**config.mk**
```make
export PLATFORM = sky130hd
export DESIGN_NAME = signed_decimal_formatter_unit_flat
export DESIGN_NICKNAME = d
export VERILOG_FILES = /design/src/hw/rtl/sdf_pkg.sv /design/src/hw/rtl/sdf_if.sv /design/src/hw/rtl/sdf_datapath.sv /design/src/hw/rtl/sdf_controller.sv /design/src/hw/rtl/signed_decimal_formatter_unit.sv /design/src/flat_wrapper.sv
export SDC_FILE = /design/constraint.sdc
export NUM_CORES = 1
export LEC_CHECK = 0
export ABC_CLOCK_PERIOD_IN_PS = 2330
export BUFFER_PORTS_ARGS = -buffer_cell sky130_fd_sc_hd__buf_2
export CAP_MARGIN = 20
export CORE_ASPECT_RATIO = 0.7
export CORE_MARGIN = 2
export CORE_UTILIZATION = 40
export DETAILED_ROUTE_END_ITERATION = 6
export PLACE_DENSITY = 0.69
export SYNTH_ARGS = -nofsm -noshare
export SYNTH_HDL_FRONTEND = slang
export SYNTH_HIERARCHICAL = 1
export SYNTH_SLANG_ARGS = --single-unit
```
**constraint.sdc**
```tcl
create_clock -name i_clk -period 2.33 [get_ports i_clk]
set_input_delay 0.699 -clock i_clk [delete_from_list [all_inputs] [get_ports i_clk]]
set_output_delay 0.699 -clock i_clk [all_outputs]
set_load 0.05 [all_outputs]
```
**src/hw/rtl/sdf_pkg.sv**
```systemverilog
// Package: shared types, constants and helpers of the signed decimal formatter.
`timescale 1ns / 1ps
package sdf_pkg;

    localparam int unsigned ValueW  = 32;
    localparam int unsigned Digits  = 10;
    localparam int unsigned BcdW    = 4 * Digits;
    localparam int unsigned StepW   = 5;
    localparam int unsigned NdigW   = 4;
    localparam int unsigned CharW   = 8;

    localparam logic [StepW-1:0] StepLast   = StepW'(ValueW - 1);
    localparam logic [NdigW-1:0] NdigFull   = NdigW'(Digits);
    localparam logic [NdigW-1:0] NdigOne    = NdigW'(1);
    localparam logic [CharW-1:0] CharZero   = 8'h30;
    localparam logic [CharW-1:0] CharMinus  = 8'h2D;

    // Controller states
    typedef enum logic [2:0] {
        ST_IDLE,
        ST_CONVERT,
        ST_TRIM,
        ST_SIGN,
        ST_EMIT
    } t_state;

    // Controller to datapath commands
    typedef struct packed {
        logic load;      // capture magnitude and sign, clear digits
        logic dabble;    // one shift-and-add-3 step
        logic shift;     // drop the top digit (leading zero or emitted)
        logic sel_sign;  // output shows the minus character
    } t_cmd;

    // Datapath to controller status
    typedef struct packed {
        logic step_last; // final conversion step this cycle
        logic top_zero;  // top digit is zero
        logic one_left;  // one digit left in the window
        logic negative;  // value was negative
    } t_status;

    // Add 3 to every BCD digit of 5 or more, ahead of the left shift
    function automatic logic [BcdW-1:0] bcd_adjust(input logic [BcdW-1:0] bcd);
        logic [BcdW-1:0] res;
        res = bcd;
        for (int d = 0; d < Digits; d++) begin
            if (bcd[4*d +: 4] >= 4'd5) begin
                res[4*d +: 4] = bcd[4*d +: 4] + 4'd3;
            end
        end
        return res;
    endfunction

endpackage

```
**src/hw/rtl/sdf_if.sv**
```systemverilog
// Interfaces: input value channel and output character channel.
`timescale 1ns / 1ps
interface sdf_in_if;
    logic                             valid;
    logic                             ready;
    logic signed [sdf_pkg::ValueW-1:0] value;

    modport source (output valid, output value, input ready);
    modport sink   (input valid, input value, output ready);
endinterface

interface sdf_out_if;
    logic                       valid;
    logic                       ready;
    logic [sdf_pkg::CharW-1:0]  character;
    logic                       last;

    modport source (output valid, output character, output last, input ready);
    modport sink   (input valid, input character, input last, output ready);
endinterface

```
**src/hw/rtl/sdf_datapath.sv**
```systemverilog
// Datapath: magnitude shift register, double-dabble BCD register, character output.
`timescale 1ns / 1ps
module sdf_datapath (
    input  logic                              i_clk,
    input  logic signed [sdf_pkg::ValueW-1:0] i_value,
    input  sdf_pkg::t_cmd                     i_cmd,
    output sdf_pkg::t_status                  o_status,
    output logic [sdf_pkg::CharW-1:0]         o_character,
    output logic                              o_last
);

    logic [sdf_pkg::ValueW-1:0] r_mag, n_mag;
    logic [sdf_pkg::BcdW-1:0]   r_bcd, n_bcd;
    logic [sdf_pkg::StepW-1:0]  r_step, n_step;
    logic [sdf_pkg::NdigW-1:0]  r_ndig, n_ndig;
    logic                       r_neg, n_neg;
    logic [sdf_pkg::BcdW-1:0]   adj;
    logic [3:0]                 top_digit;

    assign adj       = sdf_pkg::bcd_adjust(r_bcd);
    assign top_digit = r_bcd[sdf_pkg::BcdW-1 -: 4];

    // Next values for the conversion registers
    always_comb begin
        n_mag  = r_mag;
        n_bcd  = r_bcd;
        n_step = r_step;
        n_ndig = r_ndig;
        n_neg  = r_neg;
        if (i_cmd.load) begin
            n_neg  = i_value[sdf_pkg::ValueW-1];
            n_mag  = n_neg ? (sdf_pkg::ValueW'(0) - sdf_pkg::ValueW'(i_value))
                           : sdf_pkg::ValueW'(i_value);
            n_bcd  = '0;
            n_step = '0;
            n_ndig = sdf_pkg::NdigFull;
        end else if (i_cmd.dabble) begin
            n_bcd  = {adj[sdf_pkg::BcdW-2:0], r_mag[sdf_pkg::ValueW-1]};
            n_mag  = {r_mag[sdf_pkg::ValueW-2:0], 1'b0};
            n_step = r_step + 1'b1;
        end else if (i_cmd.shift) begin
            n_bcd  = {r_bcd[sdf_pkg::BcdW-5:0], 4'd0};
            n_ndig = r_ndig - 1'b1;
        end
    end

    // Payload registers, no reset needed
    always_ff @(posedge i_clk) begin
        r_mag  <= n_mag;
        r_bcd  <= n_bcd;
        r_step <= n_step;
        r_ndig <= n_ndig;
        r_neg  <= n_neg;
    end

    // Status back to the controller
    assign o_status.step_last = (r_step == sdf_pkg::StepLast);
    assign o_status.top_zero  = (top_digit == 4'd0);
    assign o_status.one_left  = (r_ndig == sdf_pkg::NdigOne);
    assign o_status.negative  = r_neg;

    // Character shown on the output channel
    assign o_character = i_cmd.sel_sign ? sdf_pkg::CharMinus
                                        : (sdf_pkg::CharZero + {4'd0, top_digit});
    assign o_last      = !i_cmd.sel_sign && o_status.one_left;

endmodule

```
**src/hw/rtl/sdf_controller.sv**
```systemverilog
// Controller: sequences load, conversion, leading-zero trim and character emission.
`timescale 1ns / 1ps
module sdf_controller (
    input  logic             i_clk,
    input  logic             i_rst_n,
    input  logic             i_in_valid,
    output logic             o_in_ready,
    output logic             o_out_valid,
    input  logic             i_out_ready,
    input  sdf_pkg::t_status i_status,
    output sdf_pkg::t_cmd    o_cmd
);

    sdf_pkg::t_state r_state, n_state;

    // State register
    always_ff @(posedge i_clk) begin
        if (!i_rst_n) begin
            r_state <= sdf_pkg::ST_IDLE;
        end else begin
            r_state <= n_state;
        end
    end

    // Next state and commands
    always_comb begin
        n_state     = r_state;
        o_cmd       = '0;
        o_in_ready  = 1'b0;
        o_out_valid = 1'b0;
        unique case (r_state)
            sdf_pkg::ST_IDLE: begin
                o_in_ready = 1'b1;
                if (i_in_valid) begin
                    o_cmd.load = 1'b1;
                    n_state    = sdf_pkg::ST_CONVERT;
                end
            end
            sdf_pkg::ST_CONVERT: begin
                o_cmd.dabble = 1'b1;
                if (i_status.step_last) begin
                    n_state = sdf_pkg::ST_TRIM;
                end
            end
            sdf_pkg::ST_TRIM: begin
                // drop leading zeros, keeping at least one digit
                if (i_status.top_zero && !i_status.one_left) begin
                    o_cmd.shift = 1'b1;
                end else if (i_status.negative) begin
                    n_state = sdf_pkg::ST_SIGN;
                end else begin
                    n_state = sdf_pkg::ST_EMIT;
                end
            end
            sdf_pkg::ST_SIGN: begin
                o_cmd.sel_sign = 1'b1;
                o_out_valid    = 1'b1;
                if (i_out_ready) begin
                    n_state = sdf_pkg::ST_EMIT;
                end
            end
            sdf_pkg::ST_EMIT: begin
                o_out_valid = 1'b1;
                if (i_out_ready) begin
                    o_cmd.shift = 1'b1;
                    if (i_status.one_left) begin
                        n_state = sdf_pkg::ST_IDLE;
                    end
                end
            end
            default: begin
                n_state = sdf_pkg::ST_IDLE;
            end
        endcase
    end

endmodule

```
**src/hw/rtl/signed_decimal_formatter_unit.sv**
```systemverilog
// Top level of the signed decimal formatter: controller plus datapath.
//
// Usage: one signed 32-bit value enters on i_in (valid/ready). The block
// sends its decimal text on o_out, one ASCII byte per transfer, most
// significant digit first: '-' for a negative value, no leading zeros,
// a single '0' for zero. last is high on the final character.
// Before the first character is offered, the block captures the value,
// runs the 32 shift-and-add-3 conversion steps through the BCD register,
// then drops each leading zero (up to 9) in the trim step.
// The block takes one value at a time; a new value is accepted only
// after the last character of the previous one has been taken.
// Input ready is high only while the block is idle.
// Reset (synchronous, active low) returns the controller to idle; any
// value in progress is dropped. When the receiver stalls, the current
// character holds on o_out until it is taken.
`timescale 1ns / 1ps
module signed_decimal_formatter_unit (
    input  logic             i_clk,
    input  logic             i_rst_n,
    sdf_in_if.sink           i_in,
    sdf_out_if.source        o_out
);

    sdf_pkg::t_cmd    cmd;
    sdf_pkg::t_status status;

    sdf_controller u_ctrl (
        .i_clk       (i_clk),
        .i_rst_n     (i_rst_n),
        .i_in_valid  (i_in.valid),
        .o_in_ready  (i_in.ready),
        .o_out_valid (o_out.valid),
        .i_out_ready (o_out.ready),
        .i_status    (status),
        .o_cmd       (cmd)
    );

    sdf_datapath u_dp (
        .i_clk       (i_clk),
        .i_value     (i_in.value),
        .i_cmd       (cmd),
        .o_status    (status),
        .o_character (o_out.character),
        .o_last      (o_out.last)
    );

endmodule
```
**src/flat_wrapper.sv**
```systemverilog
// flat-port wrapper written by rule: the top's interface ports become plain ports
module signed_decimal_formatter_unit_flat 
  (i_clk, i_rst_n, i_in_valid, i_in_value, i_in_ready, o_out_valid, o_out_character, o_out_last, o_out_ready);
  sdf_in_if i_in_i ();
  sdf_out_if o_out_i ();
  input  logic i_clk;
  input  logic i_rst_n;
  input wire logic [$bits(i_in_i.valid)-1:0] i_in_valid;
  input wire logic [$bits(i_in_i.value)-1:0] i_in_value;
  output wire logic [$bits(i_in_i.ready)-1:0] i_in_ready;
  output wire logic [$bits(o_out_i.valid)-1:0] o_out_valid;
  output wire logic [$bits(o_out_i.character)-1:0] o_out_character;
  output wire logic [$bits(o_out_i.last)-1:0] o_out_last;
  input wire logic [$bits(o_out_i.ready)-1:0] o_out_ready;
  assign i_in_i.valid = i_in_valid;
  assign i_in_i.value = i_in_value;
  assign i_in_ready = i_in_i.ready;
  assign o_out_valid = o_out_i.valid;
  assign o_out_character = o_out_i.character;
  assign o_out_last = o_out_i.last;
  assign o_out_i.ready = o_out_ready;
  signed_decimal_formatter_unit u_core (.i_clk(i_clk), .i_rst_n(i_rst_n), .i_in(i_in_i), .o_out(o_out_i));
endmodule
```
==> results.sh, run 1 <==
export IMPL_run_status="complete, no violations"
export IMPL_clk_root_buf="clkbuf_16"
export IMPL_timing_final_setup_violations=0
export IMPL_worstSetupStartpoint="u_core/u_dp/r_bcd[36]"
export IMPL_yosys_area_share_xor_xnor_pct=7.43
export IMPL_final_antenna_net_count=0
export IMPL_place_gp_congestion=0.849
export IMPL_layout_min_cycle_time_ns=2.23
export IMPL_ys_types=53
export IMPL_grt_setup_unrepaired="true"
export IMPL_clock_skew_final_ns=0.00767
export IMPL_cp_required_ns=2.60
export IMPL_holdPathStages=2
export IMPL_leading_cell_types_in_the_layout_fill_and_taps_excluded="nor2_1, a21oi_1, a211oi_1"
export IMPL_timing_fmax_mhz=448
export IMPL_finalWirelength_um=11600
export IMPL_io_pins=47
export IMPL_synth_enable_flop_cells=33
export IMPL_cp_max_fo=13
export IMPL_final_core_util_pct=47.9
export IMPL_synth_adder_area_share_pct=5.77
export IMPL_synth_async_sr_flop_share_pct=0
export IMPL_detail_route_iter0_violations=366
export IMPL_cts_htree_levels=3
export IMPL_worst_r2r_setup_slack_ns=0.1
export IMPL_synth_ff_latch_count=85
export IMPL_dpl_cell_area_mm2=0.00594
export IMPL_clk_transition_reported_paths_ns=0.07
export IMPL_cp_buffers_inverters=3
export IMPL_avgRoutedWirePerCell_um=13.6
export IMPL_timing_critical_path_to_type="register"
export IMPL_r2r_start="u_core/u_dp/r_bcd[36]"
export IMPL_cts_sinks=85
export IMPL_hold_path_end="u_core/u_dp/r_bcd[0]"
export IMPL_final_common_cell="nor2_1"
export IMPL_crit_family="simple AND/OR/NAND/NOR gates"
export IMPL_layout_drive_gt1_share_pct=17.4
export IMPL_hold_path_class="register to register"
export IMPL_postSynth_topFlopCell="dfxtp_1"
export IMPL_cts_buffer_depth=2
export IMPL_synthesis_yosys_warnings=6
export IMPL_antenna_cells=0
export IMPL_r2r_cells=10
export IMPL_tritoncts="built"
export IMPL_grt_total_ovfl=0
export IMPL_layout_cell_area_non_filler_mm2=0.00631
export IMPL_worstPathCellList="inv_2 > ha_2 > nor3b_2 > and3b_2 > a31oi_2 > nor2_4 > buf_4 > clkbuf_16 > or3b_2 > a21oi_1"
export IMPL_worstSetupStartpointType="register"
export IMPL_critical_path_reg2reg_endpoint="u_core/u_dp/r_bcd[2]"
export IMPL_worst_ep_arrival_time_ns=2.50
export IMPL_grt_util_overall_pct=16.1
export IMPL_cts_hold_buffers_added=0
export IMPL_critical_path_slowest_cell="or3b_2"
export IMPL_finalHoldViolCount=0
export IMPL_count_of_buffers_from_port_buffering=43
export IMPL_synth_top_family_by_area="compound AO/OA/AOI/OAI gates"
export IMPL_antenna_found_initial=0
export IMPL_path_class="register to register"
export IMPL_area_share_of_and_or_nand_nor_cells_after_synthesis_pct=21.3
export IMPL_grt_pass1_wl_um=19000
export IMPL_die_height_um=101
export IMPL_grt_max_degree=97
export IMPL_static_leakage_power_nw=2.40
export IMPL_peakVddDrop_mv=0.424
export IMPL_cts_buffers=9
export IMPL_die_width_um=143
export IMPL_drc=0
export IMPL_syn_mean_instance_area_um2=8.66
export IMPL_synth_mux_area_share_pct=1.11
export IMPL_vias=4557
export IMPL_row_count=35
export IMPL_timing_critical_path_depth=10
export IMPL_finalCritPeriodShare_pct=95.8
export IMPL_post_synthesis_compound_gate_area_fraction_pct=21.4
export IMPL_hold_path_startpoint="u_core/u_dp/r_mag[31]"
export IMPL_finalPower_mw=7.09
export IMPL_floorplan_core_area_mm2=0.0132
export IMPL_synth_area_mm2=0.00542
export IMPL_seq_area_frac_synth_pct=37.5
export IMPL_flow_area_growth_from_synthesis_pct=16.5
export IMPL_finish_net_count=724
export IMPL_clock_latency_at_the_later_pin_of_the_worst_skew_pair_ns=0.34
export IMPL_critPathMaxStageDelay_ns=0.44
export IMPL_timing_max_transition_violations_final=0
export IMPL_dp_hpwl_um=8130
export IMPL_timing_max_cap_violations=0
export IMPL_floorplan_initialDensity_pct=41.1
export IMPL_die_area_mm2=0.0145
export IMPL_detail_route_first_pass_iterations=5
export IMPL_syn_instance_count=626
export IMPL_avgViaCountPerCell=5.34
export IMPL_power_per_cell_area_mw_per_mm2=1120
export IMPL_grt_pass1_vias=3999
[Yosys cell counts (all sizes together) (10+ instances only)]
master	instances	area share, %
o21ai	18	1.7
o31ai	12	1.7
dfxtp	52	19
ha	25	5.8
nor2b	19	2.2
nor3b	14	2.0
nand2	38	2.8
xnor2	15	2.4
edfxtp	33	18
nor2	92	6.4
clkbuf	31	2.1
a211oi	61	8.4
xor2	31	5.0
inv	27	1.9
buf	10	1.3
nand2b	15	1.7
a21oi	61	5.6
[worst reg2reg max path, stage by stage, from the launching register on]
cell and delay, ns:
dfxtp_1 0.35, inv_2 0.07, ha_2 0.20, nor3b_2 0.16, and3b_2 0.21, a31oi_2 0.21, nor2_4 0.09, buf_4 0.15
clkbuf_16 0.16, or3b_2 0.44, a21oi_1 0.12
[per-layer routing]
metal,global-route usage [%],vias to the layer above,wire length (µm)
met5,0,-,0
met4,3.35,0,90
met3,4.02,8,439
met2,24.5,85,5140
met1,23.2,2163,5940
li1,-,2301,-
[area by class of cell]
cell class,instances,area [µm²]
clock buffer,10,239
clock inverter,6,45.0
fill,1196,6870
inverter,27,101
multi-input combinational,474,3180
sequential,85,2030
tap,185,231
timing repair buffer,66,487
[where the power goes]
part	switching (mW)	leakage, nW	internal [mW]	total [mW]
combinational	1.77	1.52	1.27	3.04
clock	0.617	0.132	0.757	1.37
sequential	0.477	0.747	2.20	2.68
total	2.86	2.40	4.23	7.09
[state kept, by name, indices dropped and copies added (netlist names)]
register and flops:
u_core/u_dp/r_bcd 40, u_core/u_dp/r_mag 32, u_core/u_dp/r_step 5, u_core/u_dp/r_ndig 4, u_core/u_ctrl/r_state 3, u_core/u_dp/r_neg 1
[kinds of logic after synthesis]
family / count (synthesis)
compound gates: 175
xor+xnor: 46
fa+ha+maj: 25
buf+inv: 68
flops: 85
mux: 6
other cells: 2
simple gates: 219
[timing repair]
| item | 4_1_cts | 5_1_grt |
|---|---|---|
| pin swaps | 0 | 2 |
| setup endpoints to repair | 2 | 30 |
| gates resized for setup | 1 | 13 |
| cloned | 0 | 1 |
| buffers inserted | 0 | 1 |
[metrics by stage]
stage	setup TNS [ns]	cells	worst slack, ns	hold WS (ns)
2_1_floorplan	0	627	0.0348	0.454
3_3_place_gp	-0.00487	835	-0.00487	0.474
3_5_place_dp	-0.291	835	-0.0718	0.478
4_1_cts	0	851	0.00454	0.498
5_1_grt	-0.0577	853	-0.0257	0.522
6_report	0	853	0.0984	0.495
[worst max path at each step]
| stage | end |
|---|---|
| 3_3_place_gp | u_core/u_dp/r_mag[25] |
| 5_1_grt | u_core/u_dp/r_bcd[2] |
| 3_5_place_dp | u_core/u_dp/r_mag[25] |
| 4_1_cts | o_out_last |
| 2_1_floorplan | u_core/u_dp/r_mag[0] |
| 6_report | u_core/u_dp/r_bcd[2] |
No activity file was read; power rests on OpenSTA's default activity.
==> run 2: changes to the inputs <==
--- a/config.mk
+++ b/config.mk
@@ -9,11 +9,10 @@
 export BUFFER_PORTS_ARGS = -buffer_cell sky130_fd_sc_hd__buf_2
 export CAP_MARGIN = 20
 export CORE_ASPECT_RATIO = 0.7
-export CORE_MARGIN = 2
+export CORE_MARGIN = 3
 export CORE_UTILIZATION = 40
 export DETAILED_ROUTE_END_ITERATION = 6
-export PLACE_DENSITY = 0.69
+export PLACE_DENSITY = 0.7
 export SYNTH_ARGS = -nofsm -noshare
 export SYNTH_HDL_FRONTEND = slang
-export SYNTH_HIERARCHICAL = 1
 export SYNTH_SLANG_ARGS = --single-unit
==> constraint.sdc (replaced) <==
create_clock -name i_clk -period 2.33 [get_ports i_clk]
set_input_delay 0.699 -clock i_clk [delete_from_list [all_inputs] [get_ports i_clk]]
set_output_delay 0.699 -clock i_clk [all_outputs]
set_load 0.005 [all_outputs]
==> results.sh, run 2 <==
export IMPL_syn_instance_count=583
export IMPL_clock_latency_at_the_later_pin_of_the_worst_skew_pair_ns=0.34
export IMPL_ys_types=54
export IMPL_final_common_cell="nand2_1"
export IMPL_flow_area_growth_from_synthesis_pct=20.4
export IMPL_die_area_mm2=0.0143
export IMPL_dp_hpwl_um=8510
export IMPL_synth_top_family_by_area="compound AO/OA/AOI/OAI gates"
export IMPL_floorplan_core_area_mm2=0.0121
export IMPL_synth_enable_flop_cells=33
export IMPL_synth_async_sr_flop_share_pct=0
export IMPL_cts_hold_buffers_added=0
export IMPL_timing_max_transition_violations_final=0
export IMPL_place_gp_congestion=0.819
export IMPL_largest_register="u_core.u_dp.r_bcd"
export IMPL_postSynth_topFlopCell="dfxtp_1"
export IMPL_fin_setup_tns_ns=0
export IMPL_dp_worst_setup_slack_ns=-0.298
export IMPL_clock_skew_final_ns=0.00800
export IMPL_tritoncts="built"
export IMPL_cts_resizes=0
export IMPL_io_pins=47
export IMPL_cp_required_ns=1.63
export IMPL_yosys_area_share_xor_xnor_pct=7.50
export IMPL_grt_pass1_wl_um=20400
export IMPL_clk_root_buf="clkbuf_16"
export IMPL_hold_path_class="register to register"
export IMPL_worstPathCellList="ha_1 > nor3b_1 > buf_4 > and2_1 > buf_2"
export IMPL_worstSetupStartpointType="register"
export IMPL_power_per_cell_area_mw_per_mm2=869
export IMPL_path_class="register to output pin"
export IMPL_area_sequential_mm2=0.00203
export IMPL_cts_htree_levels=3
export IMPL_row_count=33
export IMPL_finalHoldViolCount=0
export IMPL_number_of_flip_flops_under_the_largest_register_name=40
export IMPL_finalCritPeriodShare_pct=94.6
export IMPL_timing_final_setup_violations=0
export IMPL_syn_mean_instance_area_um2=8.82
export IMPL_cp_buffers_inverters=2
export IMPL_timing_fmax_mhz=453
export IMPL_detail_route_first_pass_iterations=5
export IMPL_antenna_found_initial=0
export IMPL_synthesis_yosys_warnings=0
export IMPL_detail_route_iter0_violations=333
export IMPL_worst_ep_arrival_time_ns=1.51
export IMPL_count_of_buffers_from_port_buffering=43
export IMPL_avgRoutedWirePerCell_um=14.4
export IMPL_timing_worst_slew_pin_value_ns=0.582
export IMPL_slew_headroom_pct=61.2
export IMPL_synth_area_top_cells="dfxtp_1, edfxtp_1, ha_1"
export IMPL_die_width_um=142
export IMPL_layout_cell_area_non_filler_mm2=0.00619
export IMPL_cts_setup_buffers=0
export IMPL_layout_drive_gt1_share_pct=19.5
export IMPL_yosys_area_top_type_share_pct=20.2
export IMPL_area_share_of_and_or_nand_nor_cells_after_synthesis_pct=20.0
export IMPL_synth_area_mm2=0.00514
export IMPL_seq_area_frac_synth_pct=39.5
export IMPL_biggestRegsByFlops="u_core.u_dp.r_bcd: 40 flops, u_core.u_dp.r_mag: 32 flops, u_core.u_dp.r_step: 5 flops"
export IMPL_timing_max_cap_violations=0
export IMPL_cts_sinks=85
export IMPL_multi_input_comb_area_mm2=0.00291
export IMPL_synth_mux_area_share_pct=0.973
export IMPL_grt_pass1_vias=4339
export IMPL_yosys_area_top_type="dfxtp_1"
export IMPL_crit_family="flip-flops"
export IMPL_synth_common_cells="nand2_1, dfxtp_1, nor2_1"
export IMPL_worst_slack_ns=0.125
export IMPL_layout_min_cycle_time_ns=2.21
export IMPL_cp_max_fo=4
export IMPL_critPathMaxStageDelay_ns=0.40
export IMPL_run_status="complete, no violations"
export IMPL_cts_buffer_depth=2
export IMPL_finish_net_count=723
export IMPL_clk_transition_reported_paths_ns=0.07
export IMPL_post_synthesis_compound_gate_area_fraction_pct=20.9
export IMPL_grt_util_overall_pct=17.0
export IMPL_synth_ff_latch_count=85
export IMPL_timing_critical_path_to_type="output pin"
export IMPL_critical_path_slowest_cell="dfxtp_1"
export IMPL_dpl_cell_area_mm2=0.00585
export IMPL_grt_max_degree=68
export IMPL_floorplan_initialDensity_pct=42.4
export IMPL_avgViaCountPerCell=5.49
export IMPL_static_leakage_power_nw=2.45
export IMPL_grt_total_ovfl=0
export IMPL_grt_setup_unrepaired="false"
export IMPL_worst_r2r_setup_slack_ns=0.18
export IMPL_synth_most_common_cell="nand2_1"
export IMPL_drc=0
export IMPL_die_height_um=101
export IMPL_antenna_cells=0
export IMPL_vias=4519
export IMPL_peakVddDrop_mv=0.538
export IMPL_final_antenna_net_count=0
export IMPL_finalWirelength_um=11900
export IMPL_number_of_fill_cells=1134
export IMPL_leading_cell_types_in_the_layout_fill_and_taps_excluded="nand2_1, dfxtp_1, nor2_1, buf_4, o21ai_0"
export IMPL_synth_adder_area_share_pct=6.33
export IMPL_cts_buffers=9
## run 2: cell families (layout without fill, tap and decap cells)
| kind of cell | count (synthesis) | count (layout) |
|---|---|---|
| AND/OR/NAND/NOR | 206 | 206 |
| AO/OA/AOI/OAI | 158 | 158 |
| flip-flops | 85 | 85 |
| buffers and inverters | 57 | 139 |
| XOR/XNOR | 44 | 44 |
| adder cells (fa/ha/maj) | 26 | 26 |
| multiplexers | 5 | 5 |
| other | 2 | 3 |
## run 2: worst paths after layout
check,start,end,cells past startpoint
worst max-delay path,u_core.u_dp.r_ndig[0],o_out_last,5
worst min-delay path,u_core.u_dp.r_step[4],u_core.u_dp.r_step[4],2
worst max register to register,u_core.u_dp.r_ndig[1],u_core.u_dp.r_bcd[8],9
worst min register to register,u_core.u_dp.r_step[4],u_core.u_dp.r_step[4],2
## run 2: metal layers
| metal | part of all wire (%) | global-route usage, % | up-vias |
|---|---|---|---|
| met5 | 0 | 0 | - |
| met4 | 0.84 | 4.06 | 0 |
| met3 | 3.3 | 2.84 | 11 |
| met2 | 46 | 28.6 | 98 |
| met1 | 50 | 23.0 | 2160 |
| li1 | - | - | 2250 |
## run 2: layout make-up
| type | count | area share [%] |
|---|---|---|
| Multi-Input combinational cell | 442 | 47.0 |
| Sequential cell | 85 | 32.8 |
| Timing Repair Buffer | 96 | 10.4 |
| Clock buffer | 12 | 4.51 |
| Tap cell | 157 | 3.17 |
| Inverter | 27 | 1.64 |
| Clock inverter | 4 | 0.424 |
## run 2: metrics by stage
step	power, mW	hold WS [ns]	instances	utilization (%)
floorplan	3.36	0.441	584	-
global placement	3.88	0.446	807	48.2
detailed placement	3.97	0.461	807	48.2
CTS	5.41	0.470	823	50.7
global route	5.74	0.499	823	51.0
finish	5.38	0.469	823	51.0
## run 2: power breakdown
group	internal, mW	switching, mW
sequential	2.08	0.181
combinational	0.603	1.08
clock	0.853	0.582
## run 2: worst min-delay path, stage by stage (launching register included)
cell	delay, ns
dfxtp_1	0.31
nand2_1	0.05
a21oi_1	0.06
